### src/hdl/ed_pkg.sv
// Shared types and codes for the edit distance block.
`timescale 1ns / 1ps
package ed_pkg;
  localparam logic [1:0] OP_LOAD_SRC = 2'd0;
  localparam logic [1:0] OP_LOAD_TGT = 2'd1;
  localparam logic [1:0] OP_COMPUTE  = 2'd2;

  localparam logic [2:0] EOP_NONE   = 3'd0;
  localparam logic [2:0] EOP_MATCH  = 3'd1;
  localparam logic [2:0] EOP_SUBST  = 3'd2;
  localparam logic [2:0] EOP_INSERT = 3'd3;
  localparam logic [2:0] EOP_DELETE = 3'd4;

  localparam logic [1:0] CELL_DIAG = 2'd0;
  localparam logic [1:0] CELL_INS  = 2'd1;
  localparam logic [1:0] CELL_DEL  = 2'd2;

  typedef struct packed {
    logic [1:0] operation;
    logic [7:0] character;
  } in_item_t;

  typedef struct packed {
    logic [2:0] edit_op;
    logic [5:0] distance;
    logic       overflow;
    logic       last;
  } out_item_t;
endpackage

### src/hdl/ed_if.sv
// Valid/ready channel interfaces for input and result items.
`timescale 1ns / 1ps
interface ed_in_if;
  logic            valid;
  logic            ready;
  ed_pkg::in_item_t payload;
  modport source (output valid, output payload, input ready);
  modport sink   (input valid, input payload, output ready);
endinterface

interface ed_out_if;
  logic             valid;
  logic             ready;
  ed_pkg::out_item_t payload;
  modport source (output valid, output payload, input ready);
  modport sink   (input valid, input payload, output ready);
endinterface

### src/hdl/ed_ram.sv
// Generic single-port-write, registered-read RAM.
`timescale 1ns / 1ps
module ed_ram #(
  parameter int WIDTH = 8,
  parameter int DEPTH = 32,
  parameter int AW    = (DEPTH > 1) ? $clog2(DEPTH) : 1
) (
  input  logic             clk,
  input  logic             we,
  input  logic [AW-1:0]    waddr,
  input  logic [WIDTH-1:0] wdata,
  input  logic [AW-1:0]    raddr,
  output logic [WIDTH-1:0] rdata
);
  logic [WIDTH-1:0] mem [DEPTH];
  always_ff @(posedge clk) begin
    if (we) mem[waddr] <= wdata;
    rdata <= mem[raddr];
  end
endmodule

### src/hdl/edit_distance_with_traceback.sv
// Top level of the edit distance block with traceback.
`timescale 1ns / 1ps
// Load items (append source or target byte) are taken in the idle state. A
// compute item runs a sequencer around one shared cell unit: for every table
// cell it reads the two characters and the previous row entry from the
// registered-read RAMs (read state, then write state). Traceback then walks
// back from the final cell, one step at a time (decide, op table read, push),
// pushing operations on a stack RAM. The stack is popped one result at a
// time (stack read, then hold the transaction until the consumer takes it).
// The block is not ready during a compute run. Lengths and the overflow flag
// clear at the end of the run. No clearing pass after reset.
module edit_distance_with_traceback #(
  parameter int MAX_LEN = 32
) (
  input logic     clk,
  input logic     rst,
  ed_in_if.sink   in_ch,
  ed_out_if.source out_ch
);
  localparam int AW = (MAX_LEN > 1) ? $clog2(MAX_LEN) : 1;
  localparam int LW = $clog2(MAX_LEN + 1);
  localparam int RW = $clog2(MAX_LEN + 1);
  localparam int TD = MAX_LEN * MAX_LEN;
  localparam int TW = (TD > 1) ? $clog2(TD) : 1;
  localparam int SD = 2 * MAX_LEN;
  localparam int SW = $clog2(SD + 1);
  localparam int PW = $clog2(SD);

  typedef enum logic [3:0] {
    IDLE, INIT_ROW, ROW_START, CELL_RD, CELL_WR,
    TB_STEP, TB_RD, TB_USE, POP, EMIT
  } state_t;

  state_t          state;
  logic [LW-1:0]   src_len, tgt_len;
  logic            ovf_flag;
  logic [LW-1:0]   i, j;
  logic [5:0]      diag, left;
  logic [5:0]      edit_dist;
  logic            ovf_run;
  logic [SW-1:0]   sp;

  // RAM ports
  logic            src_we, tgt_we, row_we, tab_we;
  logic [AW-1:0]   src_wa, tgt_wa, src_ra, tgt_ra;
  logic [7:0]      src_rd, tgt_rd;
  logic [RW-1:0]   row_wa, row_ra;
  logic [5:0]      row_wd, row_rd;
  logic [TW-1:0]   tab_a, tab_ra;
  logic [1:0]      tab_wd, tab_rd;

  logic            accept;
  assign accept = in_ch.valid && in_ch.ready;
  assign in_ch.ready = (state == IDLE);

  assign src_we = accept && in_ch.payload.operation == ed_pkg::OP_LOAD_SRC
                  && src_len < LW'(MAX_LEN);
  assign tgt_we = accept && in_ch.payload.operation == ed_pkg::OP_LOAD_TGT
                  && tgt_len < LW'(MAX_LEN);
  assign src_wa = src_len[AW-1:0];
  assign tgt_wa = tgt_len[AW-1:0];

  // Index i-1, j-1 of the current cell (i,j >= 1 when used).
  logic [LW-1:0] im1, jm1;
  assign im1 = i - LW'(1);
  assign jm1 = j - LW'(1);
  assign src_ra = im1[AW-1:0];
  assign tgt_ra = jm1[AW-1:0];
  assign tab_a  = TW'(32'(im1) * MAX_LEN + 32'(jm1));
  assign tab_ra = tab_a;

  ed_ram #(.WIDTH(8), .DEPTH(MAX_LEN)) u_src (
    .clk, .we(src_we), .waddr(src_wa), .wdata(in_ch.payload.character),
    .raddr(src_ra), .rdata(src_rd));
  ed_ram #(.WIDTH(8), .DEPTH(MAX_LEN)) u_tgt (
    .clk, .we(tgt_we), .waddr(tgt_wa), .wdata(in_ch.payload.character),
    .raddr(tgt_ra), .rdata(tgt_rd));
  ed_ram #(.WIDTH(6), .DEPTH(MAX_LEN + 1)) u_row (
    .clk, .we(row_we), .waddr(row_wa), .wdata(row_wd),
    .raddr(row_ra), .rdata(row_rd));
  ed_ram #(.WIDTH(2), .DEPTH(TD)) u_tab (
    .clk, .we(tab_we), .waddr(tab_a), .wdata(tab_wd),
    .raddr(tab_ra), .rdata(tab_rd));

  // Shared cell unit: diagonal cost against left+1 and up+1.
  logic [6:0] c_diag, c_left, c_up, best;
  logic [1:0] sel;
  always_comb begin
    c_diag = 7'(diag) + 7'(src_rd != tgt_rd);
    c_left = 7'(left) + 7'd1;
    c_up   = 7'(row_rd) + 7'd1;
    best = c_diag;
    sel  = ed_pkg::CELL_DIAG;
    if (c_left < best) begin
      best = c_left;
      sel  = ed_pkg::CELL_INS;
    end
    if (c_up < best) begin
      best = c_up;
      sel  = ed_pkg::CELL_DEL;
    end
  end

  always_comb begin
    row_we = 1'b0;
    row_wa = RW'(j);
    row_wd = 6'(j);
    row_ra = RW'(j);
    tab_we = 1'b0;
    tab_wd = sel;
    case (state)
      INIT_ROW: begin
        row_we = 1'b1;
      end
      ROW_START: begin
        row_we = 1'b1;
        row_wa = '0;
        row_wd = 6'(i);
        row_ra = '0;
      end
      CELL_WR: begin
        row_we = 1'b1;
        row_wd = best[5:0];
        tab_we = 1'b1;
      end
      default: ;
    endcase
  end

  // Traceback decision.
  logic [2:0] tb_op;
  always_comb begin
    if (i == '0) tb_op = ed_pkg::EOP_INSERT;
    else if (j == '0) tb_op = ed_pkg::EOP_DELETE;
    else begin
      case (tab_rd)
        ed_pkg::CELL_INS: tb_op = ed_pkg::EOP_INSERT;
        ed_pkg::CELL_DEL: tb_op = ed_pkg::EOP_DELETE;
        default: tb_op = (src_rd == tgt_rd) ? ed_pkg::EOP_MATCH
                                            : ed_pkg::EOP_SUBST;
      endcase
    end
  end

  logic [SW-1:0] spm1;
  assign spm1 = sp - SW'(1);

  // Operation stack: push in traceback, read the top ahead of each pop.
  logic          stk_we;
  logic [PW-1:0] stk_wa, stk_ra;
  logic [2:0]    stk_rd;
  assign stk_we = (state == TB_USE);
  assign stk_wa = sp[PW-1:0];
  assign stk_ra = spm1[PW-1:0];

  ed_ram #(.WIDTH(3), .DEPTH(SD)) u_stk (
    .clk, .we(stk_we), .waddr(stk_wa), .wdata(tb_op),
    .raddr(stk_ra), .rdata(stk_rd));

  always_ff @(posedge clk) begin
    if (rst) begin
      state    <= IDLE;
      src_len  <= '0;
      tgt_len  <= '0;
      ovf_flag <= 1'b0;
      out_ch.valid <= 1'b0;
    end else begin
      case (state)
        IDLE: begin
          if (accept) begin
            case (in_ch.payload.operation)
              ed_pkg::OP_LOAD_SRC: begin
                if (src_len < LW'(MAX_LEN)) src_len <= src_len + LW'(1);
                else ovf_flag <= 1'b1;
              end
              ed_pkg::OP_LOAD_TGT: begin
                if (tgt_len < LW'(MAX_LEN)) tgt_len <= tgt_len + LW'(1);
                else ovf_flag <= 1'b1;
              end
              ed_pkg::OP_COMPUTE: begin
                ovf_run <= ovf_flag;
                j       <= '0;
                state   <= INIT_ROW;
              end
              default: ;
            endcase
          end
        end
        INIT_ROW: begin
          // Row zero: cost j at column j.
          if (j == tgt_len) begin
            edit_dist <= 6'(tgt_len);
            i     <= LW'(1);
            state <= (src_len == '0) ? TB_STEP : ROW_START;
            if (src_len == '0) begin
              i <= '0;
              j <= tgt_len;
              sp <= '0;
            end
          end else j <= j + LW'(1);
        end
        ROW_START: begin
          // Old entry 0 (i-1) is the new diag; hold i as the new left.
          diag  <= 6'(i - LW'(1));
          left  <= 6'(i);
          j     <= LW'(1);
          state <= (tgt_len == '0) ? ROW_START : CELL_RD;
          if (tgt_len == '0) begin
            if (i == src_len) begin
              edit_dist <= 6'(i);
              j     <= '0;
              sp    <= '0;
              state <= TB_STEP;
            end else i <= i + LW'(1);
          end
        end
        CELL_RD: state <= CELL_WR;
        CELL_WR: begin
          diag <= row_rd;
          left <= best[5:0];
          if (j == tgt_len) begin
            if (i == src_len) begin
              edit_dist <= best[5:0];
              sp    <= '0;
              state <= TB_STEP;
            end else begin
              i     <= i + LW'(1);
              state <= ROW_START;
            end
          end else begin
            j     <= j + LW'(1);
            state <= CELL_RD;
          end
        end
        TB_STEP: begin
          if (i == '0 && j == '0) begin
            out_ch.payload.distance <= edit_dist;
            out_ch.payload.overflow <= ovf_run;
            if (sp == '0) begin
              // Both strings empty: one transaction with no edit.
              out_ch.valid <= 1'b1;
              out_ch.payload.edit_op <= ed_pkg::EOP_NONE;
              out_ch.payload.last    <= 1'b1;
              state <= EMIT;
            end else state <= POP;
          end else state <= TB_RD;
        end
        TB_RD: state <= TB_USE;
        TB_USE: begin
          sp <= sp + SW'(1);
          if (tb_op == ed_pkg::EOP_INSERT) j <= jm1;
          else if (tb_op == ed_pkg::EOP_DELETE) i <= im1;
          else begin
            i <= im1;
            j <= jm1;
          end
          state <= TB_STEP;
        end
        POP: begin
          // Stack top has been read; present it.
          out_ch.valid <= 1'b1;
          out_ch.payload.edit_op <= stk_rd;
          out_ch.payload.last    <= (sp == SW'(1));
          sp    <= spm1;
          state <= EMIT;
        end
        EMIT: begin
          if (out_ch.ready) begin
            out_ch.valid <= 1'b0;
            if (out_ch.payload.last) begin
              src_len  <= '0;
              tgt_len  <= '0;
              ovf_flag <= 1'b0;
              state    <= IDLE;
            end else begin
              state <= POP;
            end
          end
        end
        default: state <= IDLE;
      endcase
    end
  end

  // Results only leave in the emit state.
  assert property (@(posedge clk) disable iff (rst)
    out_ch.valid |-> state == EMIT) else $error("result outside emit");
  // Loads never run past the string capacity.
  assert property (@(posedge clk) disable iff (rst)
    src_len <= LW'(MAX_LEN) && tgt_len <= LW'(MAX_LEN))
    else $error("length overrun");
  // A final result ends the run and clears the lengths.
  assert property (@(posedge clk) disable iff (rst)
    out_ch.valid && out_ch.ready && out_ch.payload.last |=>
      state == IDLE && src_len == '0 && tgt_len == '0)
    else $error("run did not close");
endmodule

### src/flat_wrapper.sv
// flat-port wrapper written by rule: the top's interface ports become plain ports
module edit_distance_with_traceback_flat 
#(
  parameter int MAX_LEN = 32
)
  (clk, rst, in_ch_valid, in_ch_payload, in_ch_ready, out_ch_valid, out_ch_payload, out_ch_ready);
  ed_in_if in_ch_i ();
  ed_out_if out_ch_i ();
  input logic clk;
  input logic rst;
  input wire logic [$bits(in_ch_i.valid)-1:0] in_ch_valid;
  input wire logic [$bits(in_ch_i.payload)-1:0] in_ch_payload;
  output wire logic [$bits(in_ch_i.ready)-1:0] in_ch_ready;
  output wire logic [$bits(out_ch_i.valid)-1:0] out_ch_valid;
  output wire logic [$bits(out_ch_i.payload)-1:0] out_ch_payload;
  input wire logic [$bits(out_ch_i.ready)-1:0] out_ch_ready;
  assign in_ch_i.valid = in_ch_valid;
  assign in_ch_i.payload = in_ch_payload;
  assign in_ch_ready = in_ch_i.ready;
  assign out_ch_valid = out_ch_i.valid;
  assign out_ch_payload = out_ch_i.payload;
  assign out_ch_i.ready = out_ch_ready;
  edit_distance_with_traceback #(.MAX_LEN(MAX_LEN)) u_core (.clk(clk), .rst(rst), .in_ch(in_ch_i), .out_ch(out_ch_i));
endmodule
### config.mk
export PLATFORM = sky130hd
export DESIGN_NAME = edit_distance_with_traceback_flat
export DESIGN_NICKNAME = d
export VERILOG_FILES = /design/src/hdl/ed_pkg.sv /design/src/hdl/ed_if.sv /design/src/hdl/ed_ram.sv /design/src/hdl/edit_distance_with_traceback.sv /design/src/flat_wrapper.sv
export SDC_FILE = /design/constraint.sdc
export NUM_CORES = 2
export LEC_CHECK = 0
export ABC_AREA = 1
export BUFFER_PORTS_ARGS = -buffer_cell sky130_fd_sc_hd__buf_2
export CORE_UTILIZATION = 49
export CTS_BUF_LIST = sky130_fd_sc_hd__clkbuf_8
export DETAILED_ROUTE_END_ITERATION = 8
export GPL_ROUTABILITY_DRIVEN = 0
export HOLD_SLACK_MARGIN = 0.02
export PLACE_DENSITY = 0.68
export SLEW_MARGIN = 20
export SYNTH_ARGS = -nofsm -noshare
export SYNTH_HDL_FRONTEND = slang
export SYNTH_HIERARCHICAL = 1
export SYNTH_SLANG_ARGS = --single-unit
### constraint.sdc
create_clock -name clk -period 108.1 [get_ports clk]
set_clock_uncertainty 0.1 [all_clocks]
set_input_delay 5.405 -clock clk [delete_from_list [all_inputs] [get_ports clk]]
set_output_delay 5.405 -clock clk [all_outputs]
set_load 0.01 [all_outputs]
==> summary.txt <==
Outcome
  – Outcome: finished, final reports clean

Die
  – Io pins: 27
  – Die Wd: roughly 520 um
  – Row cnt: 188
  – Initial core utilization: 49.4%
  – Die height: 517 um
  – Core Region: 0.263 mm2
  – Die area: 0.268 mm2

Layout
  – Share of cells above drive strength 1: 7.12%
  – Area of the multi-input gates: ~0.035 mm2
  – Fillers: 22.4k
  – Area growth, synth to finish: 8.14%
  – Most frequent cells in the layout: nand2_1 (3,432), edfxtp_1 (2,999), nand3_1 (2,843)
  – Register area: 0.0910 mm2
  – Commonest non-fill, non-tap cell in the layout: nand2_1
  – Total Nets Final: 11.8k
  – Finished Layout Cells: 15.6k

Drt
  – WL per Instance: 22.4 um
  – Router iterations before antenna repair: 9
  – DRT iter0 DRCs: 11.3k
  – Vias: 91.2k
  – Via-per-instance ratio: 5.84
  – WL final: 349 mm
  – Residual DRC: 0
  – Routed Antenna Nets: 0

Clock network
  – # H-tree levels: 5
  – CTS Buf Count: 476
  – Clk root buf: clkbuf_8
  – Clk buf depth: 4
  – CTS tree: done
  – Later-pin clock latency in the skew report: 1.03 ns
  – Clock-pin slew on the worst setup and hold paths: 0.06 ns
  – PostCTS Resize Cnt: 0
  – Post-CTS Setup Bufs: 0
  – Clock Sinks: 3,044
  – Hold buffer count at cts: 0

Critical path
  – Setup crit start kind: flip-flop
  – Worst path arrival time: approximately 9.2 ns
  – Worst path required time: between 100 and 150 ns
  – CP Max Fanout: 243
  – Crit Path Category: flip-flop to flip-flop
  – RR Startpoint: u_core/u_tgt/rdata[1]$_DFF_P_
  – Crit path from: u_core/u_tgt/rdata[1]$_DFF_P_
  – Crit. End Element: flip-flop

Global routing
  – First-pass GRT wire length: about 520 mm
  – Initial antenna violation count: 8
  – Vias in the first global route: 88.9k
  – Largest net degree at the start of global routing: 244
  – Total track usage: 25.7%
  – Total grt overflow: 0

Power and ir drop
  – P per Cell Area: 21.9 mW/mm2
  – Clk pwr share: 29.6%
  – Pint: 2.07 mW
  – Design Power: 3.09 mW
  – Reg power frac: 47.0%
  – VDD IR-drop max: between 0.015 and 0.02 mV
  – Comb pwr share: 23.4%
  – Leak pwr: approximately 49 nW
  – Net switching power: 1.02 mW
  – Switch share: 33.0%

Synthesis
  – Synth Area in Adders: less than 1%
  – Seq/Total Area, Yosys: 69.9%
  – Post-synth EDFFs: 2,999
  – Syn Std Cell Area: 0.130 mm2
  – Mux contribution to synthesized area: 0%
  – Ranking of synthesized cells by area: edfxtp_1 (69%), nand3_1 (11%), nand2_1 (10%)
  – Yosys Warn Count: 6
  – Synth cell types: 51
  – Simple-Gate Fraction of Synth Area: 25.2%
  – Syn Nets: 12.0k
  – Ys async rst share: 0%
  – Largest family of logic cells by synthesized area: simple AND/OR/NAND/NOR gates
  – Gate Count Post-Synth: 11.9k
  – Yosys top cell by area: edfxtp_1
  – Share of the synthesized area in the top cell type: 69.2%
  – Post-synth top flop: edfxtp_1
  – Syn_area_per_cell: ~11 um2
  – Yosys reg bits: approximately 3k
  – Post-synthesis compound-gate area fraction: 0.404%
  – XOR/XNOR Fraction of Synth Area: 0.283%

Placement
  – IO buf count: 26
  – Placed Cells incl. Taps: 14.8k
  – HPWL after detailed placement: 182 mm

Timing
  – Final setup viols: 0
  – Fin crit period: 8.62 ns
  – Pins Over Slew Limit: 0
  – Final worst path period share: 7.97%
  – Setup tns final: 0 ns
  – RSZ-0062 raised after global routing: false
  – Peak Freq: 116 MHz
  – Final hold violation count: 0
  – Slew Limit Headroom: approximately a tenth
  – Worst slew pin tran: between 1 and 1.5 ns

Hold path
  – Worst hold-check path type: flip-flop to flip-flop
  – Hold wc startpoint: u_core/u_row/mem[32][4]$_DFFE_PP_

Flow run
  – # Max-Cap Violations: 0
-- state kept, by name (all words and copies together), names as in the netlist --
name	cells
u_core/diag	6
u_core/edit_dist	6
u_core/i	6
u_core/j	6
u_core/left	6
u_core/out_ch.payload	11
u_core/out_ch.valid	1
u_core/ovf_flag	1
u_core/ovf_run	1
u_core/sp	7
u_core/src_len	6
u_core/state	4
u_core/tgt_len	6
u_core/u_row/mem	198
u_core/u_row/rdata	6
u_core/u_src/mem	256
u_core/u_src/rdata	8
u_core/u_stk/mem	192
u_core/u_stk/rdata	3
u_core/u_tab/mem	2048
u_core/u_tab/rdata	2
u_core/u_tgt/mem	256
u_core/u_tgt/rdata	8
-- critical path: stages, from the launching register on --
cell     delay, ns
dfxtp_1       0.30
xnor2_1       0.14
nand2_1       0.07
nor2_1        0.19
nand2_1       0.16
ha_1          0.23
ha_1          0.21
nand3_1       0.12
xor2_1        0.22
ha_1          0.29
nand2_1       0.08
nand2_1       0.05
a21oi_1       0.22
nand2_1       0.32
nand2_1       0.13
o21ai_0       0.15
ha_1          0.35
a21oi_1       0.07
o21a_1        0.24
nand2_1       0.30
inv_8         0.26
nor2_4        0.21
buf_12        0.54
buf_4         0.95
buf_4         0.88
buf_4         0.90
-- cells by family (layout without fill, tap and decap cells) --
logic type / count (synthesis) / count (layout)
compound gates: 86 / 86
xor+xnor: 42 / 42
fa+ha+maj: 31 / 31
buf+inv: 1034 / 1194
flops: 3044 / 3044
other cells: 0 / 4
simple gates: 7692 / 7692
-- cell type report --
type / count / area share [%]
Antenna cell: 4 / 0.00711
Clock buffer: 493 / 4.82
Clock inverter: 358 / 1.47
Inverter: 192 / 0.562
Multi-Input combinational cell: 7851 / 24.5
Sequential cell: 3044 / 64.6
Tap cell: 3515 / 3.13
Timing Repair Buffer: 151 / 0.832
-- power by group through the flow --
stage / combinational (mW) / clock, mW / sequential [mW]
3_5_place_dp: 0.708 / 0 / 1.48
6_report: 0.722 / 0.913 / 1.45
4_1_cts: 0.710 / 0.927 / 1.45
3_3_place_gp: 0.697 / 0 / 1.47
5_1_grt: 0.779 / 0.976 / 1.45
2_1_floorplan: 0.464 / 0 / 1.68
-- metal layers --
layer	vias to the layer above	global-route usage, %	part of all wire (%)
met3	884	4.37	10
li1	41091	-	-
met1	44417	34.3	39
met2	4812	41.8	47
met4	6	10.4	4.0
met5	-	0	0.0092
-- Yosys cell counts, drive strengths merged (12+ instances only) --
cell type,count
a21oi,22
buf,546
clkbuf,296
dfxtp,45
edfxtp,2999
ha,31
inv,189
nand2,3480
nand3,2853
nand4,20
nor2,1261
nor3,54
nor4,12
o21ai,42
xnor2,12
xor2,30
-- final timing paths --
kind | to | slack [ns] | cells after the start
worst max-delay path | u_core/u_tab/mem[258][0]$_DFFE_PP_ | 99.48 | 25
worst min-delay path | u_core/u_row/rdata[4]$_DFF_P_ | 0.34 | 2
worst max register to register | u_core/u_tab/mem[258][0]$_DFFE_PP_ | 99.48 | 25
worst min register to register | u_core/u_row/rdata[4]$_DFF_P_ | 0.34 | 2
-- through the flow --
| step | util, % | cell area (um2) | worst slack, ns | hold WS (ns) |
|---|---|---|---|---|
| after floorplan | - | 130000 | 10.50 | 0.300 |
| after global placement | 50.1 | 132000 | 99.74 | 0.325 |
| after detailed placement | 50.1 | 132000 | 99.57 | 0.330 |
| final | 53.5 | 141000 | 99.48 | 0.336 |
| after global routing | 53.5 | 141000 | 98.79 | 0.360 |
| after CTS | 53.4 | 141000 | 99.56 | 0.338 |
No activity file was read; power rests on OpenSTA's default activity.
